File: src/rtl/esa_pkg.sv
package esa_pkg;

    // event kinds on s_tuser
    localparam logic [2:0] KIND_READ     = 3'd0;
    localparam logic [2:0] KIND_WRITE    = 3'd1;
    localparam logic [2:0] KIND_RX       = 3'd2;
    localparam logic [2:0] KIND_TX       = 3'd3;
    localparam logic [2:0] KIND_START    = 3'd4;
    localparam logic [2:0] KIND_COMMIT   = 3'd5;
    localparam logic [2:0] KIND_ROLLBACK = 3'd6;
    localparam logic [2:0] KIND_BAD      = 3'd7;

    localparam int FUNC_W    = 3;
    localparam int AMOUNT_W  = 40;
    localparam int SUM_W     = 48;
    localparam int MS_W      = 31;
    localparam int OUT_CNT_W = 32;

    // microseconds per millisecond; remainder of the serial divide stays below it
    localparam int US_PER_MS = 1000;
    localparam int REM_W     = 10;

    localparam int S_TDATA_W = 40;
    localparam int S_TUSER_W = FUNC_W;
    localparam int M_FIELD_W = 2 * SUM_W + 5 * OUT_CNT_W + 3 * MS_W;
    localparam int M_TDATA_W = ((M_FIELD_W + 7) / 8) * 8;
    localparam int M_PAD_W   = M_TDATA_W - M_FIELD_W;
    localparam int M_TUSER_W = 1;

    typedef logic [MS_W-1:0] ms_t;

endpackage

File: src/rtl/esa_mean_unit.sv
module esa_mean_unit #(
    parameter int CNT_W = 32
) (
    input  logic                aclk,
    input  logic                aresetn,
    input  logic                start,
    input  esa_pkg::ms_t        d,
    input  esa_pkg::ms_t        avg,
    input  logic [CNT_W-1:0]    n,
    output logic                done,
    output esa_pkg::ms_t        mean
);
    import esa_pkg::*;

    localparam int STEP_W = $clog2(MS_W);

    logic              busy_reg;
    logic              done_reg;
    logic              up_reg;
    ms_t               avg_reg;
    ms_t               quo_reg;   // dividend bits out at top, quotient bits in at bottom
    logic [CNT_W-1:0]  rem_reg;
    logic [CNT_W-1:0]  n_reg;
    logic [STEP_W-1:0] step_reg;

    logic [CNT_W:0]    shifted;
    logic [CNT_W:0]    trial;
    logic              ge;

    assign shifted = {rem_reg, quo_reg[MS_W-1]};
    assign trial   = shifted - {1'b0, n_reg};
    assign ge      = (shifted >= {1'b0, n_reg});

    always_ff @(posedge aclk) begin
        if (!aresetn) begin
            busy_reg <= 1'b0;
            done_reg <= 1'b0;
        end else begin
            done_reg <= 1'b0;
            if (start) begin
                busy_reg <= 1'b1;
                up_reg   <= (d >= avg);
                quo_reg  <= (d >= avg) ? (d - avg) : (avg - d);
                rem_reg  <= '0;
                n_reg    <= n;
                avg_reg  <= avg;
                step_reg <= STEP_W'(MS_W - 1);
            end else if (busy_reg) begin
                rem_reg <= ge ? trial[CNT_W-1:0] : shifted[CNT_W-1:0];
                quo_reg <= {quo_reg[MS_W-2:0], ge};
                if (step_reg == '0) begin
                    busy_reg <= 1'b0;
                    done_reg <= 1'b1;
                end else begin
                    step_reg <= step_reg - 1'b1;
                end
            end
        end
    end

    // moving down rounds the step up, so the mean stays truncated
    assign done = done_reg;
    assign mean = up_reg ? (avg_reg + quo_reg)
                         : (avg_reg - quo_reg - MS_W'(rem_reg != '0));

endmodule

File: src/rtl/event_statistics_accumulator_top.sv
// Event statistics accumulator. Each input transfer carries one event: the
// kind on s_tuser and a 40-bit amount on s_tdata. Reads and writes add their
// byte count to 48-bit totals; message, start, commit and rollback events
// bump COUNTER_BITS-wide wrapping counters, reported in their low 32 bits.
// A commit turns its microsecond duration into milliseconds (truncated) and
// updates the minimum, maximum and truncated running mean; the commit that
// brings the count to one seeds all three, and when the count wraps to zero
// the mean is held. Kind 7 changes nothing and sets m_tuser. Every event
// yields exactly one result transfer with a snapshot of all statistics.
// Sums and counter increments are bit serial over one shared full adder,
// and the divides are bit serial too: a read or write adds all 48 bits, the
// four plain counters all COUNTER_BITS bits, and a commit runs a 40-bit
// divide by 1000, the count increment, then waits on the 31-step mean divider
// when the count is two or more, with one state each to accept, update and load.
// One event is in work at a time; the output register lets
// the next event enter while the previous result waits for m_tready.
module event_statistics_accumulator_top #(
    parameter int COUNTER_BITS = 32
) (
    input  logic                           aclk,
    input  logic                           aresetn,
    // input events
    input  logic                           s_tvalid,
    output logic                           s_tready,
    input  logic [esa_pkg::S_TDATA_W-1:0]  s_tdata,  // amount
    input  logic [esa_pkg::S_TUSER_W-1:0]  s_tuser,  // func
    // statistics results
    output logic                           m_tvalid,
    input  logic                           m_tready,
    // read_bytes_total, written_bytes_total, messages_in, messages_out,
    // started_count, committed_count, rolled_back_count, longest_ms,
    // shortest_ms, mean_ms, zero pad
    output logic [esa_pkg::M_TDATA_W-1:0]  m_tdata,
    output logic [esa_pkg::M_TUSER_W-1:0]  m_tuser   // bad_kind
);
    import esa_pkg::*;

    localparam int LEN_MAX = (SUM_W > COUNTER_BITS) ? SUM_W : COUNTER_BITS;
    localparam int BIT_W   = $clog2(LEN_MAX);

    localparam logic [2:0] ST_IDLE = 3'd0;
    localparam logic [2:0] ST_ADD  = 3'd1;   // serial add / increment
    localparam logic [2:0] ST_DIV  = 3'd2;   // serial divide by 1000
    localparam logic [2:0] ST_UPD  = 3'd3;   // min / max / seed
    localparam logic [2:0] ST_MEAN = 3'd4;   // wait on the mean divider
    localparam logic [2:0] ST_OUT  = 3'd5;   // load the output register

    logic [2:0]              state_reg;
    logic [2:0]              tgt_reg;
    logic [AMOUNT_W-1:0]     amt_reg;
    logic [REM_W-1:0]        rem_reg;
    logic [BIT_W-1:0]        bit_reg;
    logic                    carry_reg;
    logic                    bad_reg;

    logic [SUM_W-1:0]        read_sum_reg;
    logic [SUM_W-1:0]        write_sum_reg;
    logic [COUNTER_BITS-1:0] rx_cnt_reg;
    logic [COUNTER_BITS-1:0] tx_cnt_reg;
    logic [COUNTER_BITS-1:0] start_cnt_reg;
    logic [COUNTER_BITS-1:0] commit_cnt_reg;
    logic [COUNTER_BITS-1:0] rollback_cnt_reg;
    ms_t                     max_reg;
    ms_t                     min_reg;
    ms_t                     avg_reg;

    logic                    m_tvalid_reg;
    logic [M_TDATA_W-1:0]    m_tdata_reg;
    logic                    m_tuser_reg;

    logic                    a_bit;
    logic                    b_bit;
    logic                    s_bit;
    logic                    c_next;
    logic [REM_W:0]          div_shift;
    logic                    div_ge;
    logic [REM_W:0]          div_trial;
    ms_t                     dur_ms;
    logic                    mean_start;
    logic                    mean_done;
    ms_t                     mean_ms;
    logic                    out_load;

    // shared full adder: low bit of the selected register plus amount bit
    always_comb begin
        unique case (tgt_reg)
            KIND_READ:     a_bit = read_sum_reg[0];
            KIND_WRITE:    a_bit = write_sum_reg[0];
            KIND_RX:       a_bit = rx_cnt_reg[0];
            KIND_TX:       a_bit = tx_cnt_reg[0];
            KIND_START:    a_bit = start_cnt_reg[0];
            KIND_COMMIT:   a_bit = commit_cnt_reg[0];
            KIND_ROLLBACK: a_bit = rollback_cnt_reg[0];
            default:       a_bit = 1'b0;
        endcase
    end

    assign b_bit  = (tgt_reg == KIND_READ || tgt_reg == KIND_WRITE) ? amt_reg[0] : 1'b0;
    assign s_bit  = a_bit ^ b_bit ^ carry_reg;
    assign c_next = (a_bit & b_bit) | (a_bit & carry_reg) | (b_bit & carry_reg);

    // restoring divide by 1000, one quotient bit per cycle into amt_reg
    assign div_shift = {rem_reg, amt_reg[AMOUNT_W-1]};
    assign div_ge    = (div_shift >= (REM_W + 1)'(US_PER_MS));
    assign div_trial = div_shift - (REM_W + 1)'(US_PER_MS);

    assign dur_ms     = amt_reg[MS_W-1:0];
    assign mean_start = (state_reg == ST_UPD) &&
                        (commit_cnt_reg != COUNTER_BITS'(1)) &&
                        (commit_cnt_reg != '0);
    assign out_load   = (state_reg == ST_OUT) && (!m_tvalid_reg || m_tready);

    esa_mean_unit #(
        .CNT_W (COUNTER_BITS)
    ) u_mean (
        .aclk    (aclk),
        .aresetn (aresetn),
        .start   (mean_start),
        .d       (dur_ms),
        .avg     (avg_reg),
        .n       (commit_cnt_reg),
        .done    (mean_done),
        .mean    (mean_ms)
    );

    always_ff @(posedge aclk) begin
        if (!aresetn) begin
            state_reg        <= ST_IDLE;
            read_sum_reg     <= '0;
            write_sum_reg    <= '0;
            rx_cnt_reg       <= '0;
            tx_cnt_reg       <= '0;
            start_cnt_reg    <= '0;
            commit_cnt_reg   <= '0;
            rollback_cnt_reg <= '0;
            max_reg          <= '0;
            min_reg          <= '0;
            avg_reg          <= '0;
        end else begin
            unique case (state_reg)
                ST_IDLE: begin
                    if (s_tvalid) begin
                        tgt_reg <= s_tuser;
                        amt_reg <= s_tdata;
                        rem_reg <= '0;
                        bad_reg <= (s_tuser == KIND_BAD);
                        if (s_tuser == KIND_BAD) begin
                            state_reg <= ST_OUT;
                        end else if (s_tuser == KIND_COMMIT) begin
                            bit_reg   <= BIT_W'(AMOUNT_W - 1);
                            state_reg <= ST_DIV;
                        end else if (s_tuser == KIND_READ || s_tuser == KIND_WRITE) begin
                            bit_reg   <= BIT_W'(SUM_W - 1);
                            carry_reg <= 1'b0;
                            state_reg <= ST_ADD;
                        end else begin
                            bit_reg   <= BIT_W'(COUNTER_BITS - 1);
                            carry_reg <= 1'b1;
                            state_reg <= ST_ADD;
                        end
                    end
                end
                ST_DIV: begin
                    rem_reg <= div_ge ? div_trial[REM_W-1:0] : div_shift[REM_W-1:0];
                    amt_reg <= {amt_reg[AMOUNT_W-2:0], div_ge};
                    if (bit_reg == '0) begin
                        bit_reg   <= BIT_W'(COUNTER_BITS - 1);
                        carry_reg <= 1'b1;
                        state_reg <= ST_ADD;
                    end else begin
                        bit_reg <= bit_reg - 1'b1;
                    end
                end
                ST_ADD: begin
                    carry_reg <= c_next;
                    if (tgt_reg == KIND_READ || tgt_reg == KIND_WRITE) begin
                        amt_reg <= {1'b0, amt_reg[AMOUNT_W-1:1]};
                    end
                    if (tgt_reg == KIND_READ)
                        read_sum_reg <= {s_bit, read_sum_reg[SUM_W-1:1]};
                    if (tgt_reg == KIND_WRITE)
                        write_sum_reg <= {s_bit, write_sum_reg[SUM_W-1:1]};
                    if (tgt_reg == KIND_RX)
                        rx_cnt_reg <= {s_bit, rx_cnt_reg[COUNTER_BITS-1:1]};
                    if (tgt_reg == KIND_TX)
                        tx_cnt_reg <= {s_bit, tx_cnt_reg[COUNTER_BITS-1:1]};
                    if (tgt_reg == KIND_START)
                        start_cnt_reg <= {s_bit, start_cnt_reg[COUNTER_BITS-1:1]};
                    if (tgt_reg == KIND_COMMIT)
                        commit_cnt_reg <= {s_bit, commit_cnt_reg[COUNTER_BITS-1:1]};
                    if (tgt_reg == KIND_ROLLBACK)
                        rollback_cnt_reg <= {s_bit, rollback_cnt_reg[COUNTER_BITS-1:1]};
                    if (bit_reg == '0) begin
                        state_reg <= (tgt_reg == KIND_COMMIT) ? ST_UPD : ST_OUT;
                    end else begin
                        bit_reg <= bit_reg - 1'b1;
                    end
                end
                ST_UPD: begin
                    if (commit_cnt_reg == COUNTER_BITS'(1)) begin
                        // first commit after reset or wrap seeds everything
                        max_reg   <= dur_ms;
                        min_reg   <= dur_ms;
                        avg_reg   <= dur_ms;
                        state_reg <= ST_OUT;
                    end else begin
                        if (dur_ms > max_reg) max_reg <= dur_ms;
                        if (dur_ms < min_reg) min_reg <= dur_ms;
                        // count wrapped to zero: mean held
                        state_reg <= mean_start ? ST_MEAN : ST_OUT;
                    end
                end
                ST_MEAN: begin
                    if (mean_done) begin
                        avg_reg   <= mean_ms;
                        state_reg <= ST_OUT;
                    end
                end
                ST_OUT: begin
                    if (out_load) state_reg <= ST_IDLE;
                end
                default: state_reg <= ST_IDLE;
            endcase
        end
    end

    // output register: snapshot of all statistics
    always_ff @(posedge aclk) begin
        if (!aresetn) begin
            m_tvalid_reg <= 1'b0;
        end else if (out_load) begin
            m_tvalid_reg <= 1'b1;
        end else if (m_tready) begin
            m_tvalid_reg <= 1'b0;
        end
    end

    always_ff @(posedge aclk) begin
        if (out_load) begin
            m_tdata_reg <= {{M_PAD_W{1'b0}}, avg_reg, min_reg, max_reg,
                            OUT_CNT_W'(rollback_cnt_reg), OUT_CNT_W'(commit_cnt_reg),
                            OUT_CNT_W'(start_cnt_reg), OUT_CNT_W'(tx_cnt_reg),
                            OUT_CNT_W'(rx_cnt_reg), write_sum_reg, read_sum_reg};
            m_tuser_reg <= bad_reg;
        end
    end

    assign s_tready = (state_reg == ST_IDLE);
    assign m_tvalid = m_tvalid_reg;
    assign m_tdata  = m_tdata_reg;
    assign m_tuser  = m_tuser_reg;

    // mean divider never sees a zero or unit count
    a_mean_n: assert property (@(posedge aclk) disable iff (!aresetn)
        mean_start |-> (commit_cnt_reg != '0 && commit_cnt_reg != COUNTER_BITS'(1)))
        else $error("mean divider started with count below two");

    // divider finishes only while the sequencer waits for it
    a_mean_done: assert property (@(posedge aclk) disable iff (!aresetn)
        mean_done |-> (state_reg == ST_MEAN))
        else $error("mean result outside wait state");

    // seeding makes all three duration statistics equal
    a_seed: assert property (@(posedge aclk) disable iff (!aresetn)
        (state_reg == ST_UPD && commit_cnt_reg == COUNTER_BITS'(1))
        |=> (min_reg == max_reg && max_reg == avg_reg))
        else $error("seed commit left min, max, mean unequal");

    // the running mean stays between minimum and maximum
    a_order: assert property (@(posedge aclk) disable iff (!aresetn)
        (state_reg == ST_IDLE && commit_cnt_reg != '0)
        |-> (min_reg <= avg_reg && avg_reg <= max_reg))
        else $error("mean outside min/max range");

    // a result is loaded only after the statistics are settled
    a_load: assert property (@(posedge aclk) disable iff (!aresetn)
        $rose(m_tvalid_reg) |-> ($past(state_reg) == ST_OUT))
        else $error("result loaded outside output state");

endmodule
File: config.mk
export PLATFORM = sky130hd
export DESIGN_NAME = event_statistics_accumulator_top
export DESIGN_NICKNAME = d
export VERILOG_FILES = /design/src/rtl/esa_pkg.sv /design/src/rtl/esa_mean_unit.sv /design/src/rtl/event_statistics_accumulator_top.sv
export SDC_FILE = /design/constraint.sdc
export NUM_CORES = 2
export LEC_CHECK = 0
export CORE_UTILIZATION = 55
export DETAILED_ROUTE_END_ITERATION = 12
export DONT_BUFFER_PORTS = 1
export PLACE_DENSITY_LB_ADDON = 0.2
export SYNTH_ARGS = -nofsm -noshare
export SYNTH_HDL_FRONTEND = slang
export SYNTH_HIERARCHICAL = 1
export SYNTH_SLANG_ARGS = --single-unit
export TNS_END_PERCENT = 5
File: constraint.sdc
create_clock -name aclk -period 11.21 [get_ports aclk]
set_clock_uncertainty 0.1 [all_clocks]
set_input_delay 1.6815 -clock aclk [delete_from_list [all_inputs] [get_ports aclk]]
set_output_delay 1.6815 -clock aclk [all_outputs]
set_load 0.02 [all_outputs]
==> impl_metrics.tcl <==
set metrics [dict create \
    final_hold_fails 0 \
    pwr-share-seq_pct 49.3 \
    cts-root-buf "sky130_fd_sc_hd__clkbuf_16" \
    globalplace.congestion 0.931 \
    vias 30300 \
    clk_transition_reported_paths_ns 0.06 \
    synth_edf_count 543 \
    power.density_nw_per_um2 156 \
    wl_mm 110 \
    postRouteAntennaNets 0 \
    drtPass1Iterations 6 \
    rows 102 \
    holdBufCountCts 0 \
    grt_antenna_before_repair 10 \
    final_common_cell "sky130_fd_sc_hd__nand2_1" \
    timing.critical_path.arrival_ns 5.95 \
    post-dp-hpwl_mm 75.9 \
    grt_start_max_net_pins 392 \
    placed_cells_incl_taps 5000 \
    vdd_ir_drop_max_mv 0.156 \
    syn-cell-area_um2 43400 \
    synth_area_leader_cell "sky130_fd_sc_hd__edfxtp_1" \
    largest_reg_flops 349 \
    finalSetupViolations 0 \
    synth_sequential_area_ratio_pct 54.0 \
    route.detailed.vias_per_inst 5.84 \
    syn_inst 4147 \
    crit_path_max_fanout 4 \
    core-area_um2 77700 \
    area.growth.synth_to_final_pct 9.44 \
    first_global_vias 28600 \
    hold_path_class "reg -> reg" \
    netlist-cell-type-count 94 \
    overflow 0 \
    worstSkewPairLatency_ns 0.69 \
    initial_utilization_pct 55.8 \
    numClockSinks 898 \
    timing.setup.tns_ns 0 \
    dieArea_um2 80000 \
    total_switching_power_mw 1.75 \
    count_of_h_tree_levels_built_during_cts 3 \
    grt.total_usage_pct 27.0 \
    max-slew-margin-rel_pct 9.90 \
    outcome "complete, no violations" \
    wl_per_cell_um 21.3 \
    crit_type "reg -> reg" \
    finalNonFillerCells 5183 \
    yosysWarnings 6 \
    achievable-frequency_mhz 181 \
    drcViolationCount 0 \
    drt_first_iter_violations 2438 \
    horiz_die_dim_um 283 \
    die_h_um 283 \
    grt_setup_unrepaired "no" \
    first_pass_grt_wire_length_mm 167 \
    cts.path.max_buffers 3 \
    cell_internal_pwr_mw 5.67 \
    synthArstFlopShare_pct 0 \
    period_minus_slack_ns 5.52 \
    sw_frac_of_total_pct 23.6 \
    timing.final.max_slew_violations 0 \
    ioPinCount 402 \
    place.port_buffers 0 \
    post_cts_buffers 0 \
    synth_top_area_share_pct 37.6 \
    clock_tree_from_tritoncts "yes" \
    synth_top_cells_by_area "sky130_fd_sc_hd__edfxtp_1 (38%), sky130_fd_sc_hd__dfxtp_1 (16%), sky130_fd_sc_hd__ha_1 (7.1%)" \
    most-common-layout-cells "sky130_fd_sc_hd__nand2_1 (769), sky130_fd_sc_hd__edfxtp_1 (543), sky130_fd_sc_hd__dfxtp_1 (354)" \
    min_period_over_period_pct 49.2 \
    post_synth.cell_area_avg_um2 10.5 \
    timing.critical_path.from_type "flop" \
    cellLeakagePower_nw 17.7 \
    post_cts.resized_instances 0 \
    critical_path.endpoint_type "flop" \
    ys_dominant_reg_cell "sky130_fd_sc_hd__edfxtp_1" \
    comb_power_share_pct 6.0 \
    total_cts_buffers 94 \
    final_layout_size_suffix_gt1_share_pct 6.31 \
    pwr-share-clk_pct 44.6 \
    transition_time_of_the_tightest_slew_check_pin_ns 1.35 \
    cp_data_required_time_ns 11.64 \
    final_nets 4356 \
    max_cap_violations 0 \
    synth-seq-cells 898 \
]
[final cells by class]
| type | instances | area, um^2 |
|---|---|---|
| fillers | 6304 | 30300 |
| flip-flops and latches | 898 | 23400 |
| multi-input cells | 2743 | 18000 |
| clock buffers | 130 | 2730 |
| well taps | 1040 | 1300 |
| inverters | 288 | 1080 |
| clock inverters | 47 | 661 |
| repair buffers | 31 | 245 |
| diodes | 6 | 15.0 |
[metal layers]
layer | vias up | routed length, um | global-route usage (%)
met1 | 14600 | 46900 | 36.3
met3 | 219 | 9010 | 7.41
met4 | 10 | 4300 | 10.6
li1 | 14400 | - | -
met2 | 979 | 49900 | 41.5
met5 | - | 54 | 0
[power by group through the flow]
stage / logic (mW) / registers (mW) / clock network, mW
floorplan: 0.351 / 3.71 / 0
global placement: 0.435 / 3.73 / 0
detailed placement: 0.439 / 3.73 / 0
CTS: 0.442 / 3.66 / 3.36
global route: 0.490 / 3.66 / 3.50
finish: 0.449 / 3.66 / 3.31
[critical path: stages (launching register included)]
cell and delay [ns]:
sky130_fd_sc_hd__edfxtp_1 0.43, sky130_fd_sc_hd__nor4_1 0.45, sky130_fd_sc_hd__nand4_1 0.20, sky130_fd_sc_hd__or2_2 0.37, sky130_fd_sc_hd__fa_1 0.52, sky130_fd_sc_hd__inv_1 0.05
sky130_fd_sc_hd__ha_1 0.18, sky130_fd_sc_hd__or2_2 0.30, sky130_fd_sc_hd__fa_1 0.38, sky130_fd_sc_hd__nand2b_1 0.15, sky130_fd_sc_hd__a21oi_1 0.23, sky130_fd_sc_hd__o21ai_0 0.22
sky130_fd_sc_hd__a31o_2 0.35, sky130_fd_sc_hd__a211oi_1 0.28, sky130_fd_sc_hd__a21oi_1 0.20, sky130_fd_sc_hd__a21o_1 0.21, sky130_fd_sc_hd__a21oi_1 0.16, sky130_fd_sc_hd__xor2_1 0.16
sky130_fd_sc_hd__mux2i_1 0.09, sky130_fd_sc_hd__mux2i_1 0.16, sky130_fd_sc_hd__nand2_1 0.07, sky130_fd_sc_hd__o211a_1 0.16
[stage by stage]
| step | hold WS (ns) | setup WS, ns | total power [mW] | cell area (um^2) | util (%) |
|---|---|---|---|---|---|
| 4_1_cts | 0.315 | 5.71 | 7.46 | 47400 | 61.0 |
| 5_1_grt | 0.324 | 5.37 | 7.65 | 47400 | 61.0 |
| 2_1_floorplan | 0.300 | 0.581 | 4.06 | 43400 | - |
| 3_3_place_gp | 0.310 | 5.79 | 4.17 | 44000 | 56.7 |
| 6_report | 0.320 | 5.69 | 7.42 | 47500 | 61.1 |
| 3_5_place_dp | 0.307 | 5.73 | 4.17 | 44000 | 56.7 |
[kinds of logic after synthesis]
kind of cell               after synthesis  share of synthesized area (%)
AOI/OAI and AO/OA                      999                           16.1
xor gates and xnor gates               114                           2.30
adders and majority gates              253                           7.42
other                                    1                        0.00865
DFF                                    898                           54.0
and+or+nand+nor                       1262                           12.8
buffers and inverters                  508                           4.73
muxes                                  112                           2.67
[synthesized netlist by cell type (all sizes together) (7+ instances only)]
cell type	n
nand2	770
edfxtp	543
dfxtp	355
inv	286
a21boi	256
ha	246
a21oi	194
nor2	169
clkbuf	162
o21ai	157
mux2i	95
xnor2	82
and2	70
a21o	61
buf	58
a22oi	44
o211a	41
nor3	39
o31ai	39
nand3	37
xor2	32
a32oi	31
and3	31
nor2b	30
a31oi	29
nand4	26
a211oi	24
nand2b	23
o21a	22
nor4	21
mux2	16
o21bai	15
o211ai	12
or2	10
or3	10
a211o	9
a221oi	9
or4	8
fa	7
[final timing paths]
check	from	endpoint	slack [ns]	cells past startpoint
worst max-delay path	u_mean/rem_reg[7]	avg_reg[24]	5.69	21
worst min-delay path	bad_reg	m_tuser	0.32	0
worst max register to register	u_mean/rem_reg[7]	avg_reg[24]	5.69	21
worst min register to register	bad_reg	m_tuser	0.32	0
Power figures use the tool's default switching activity.
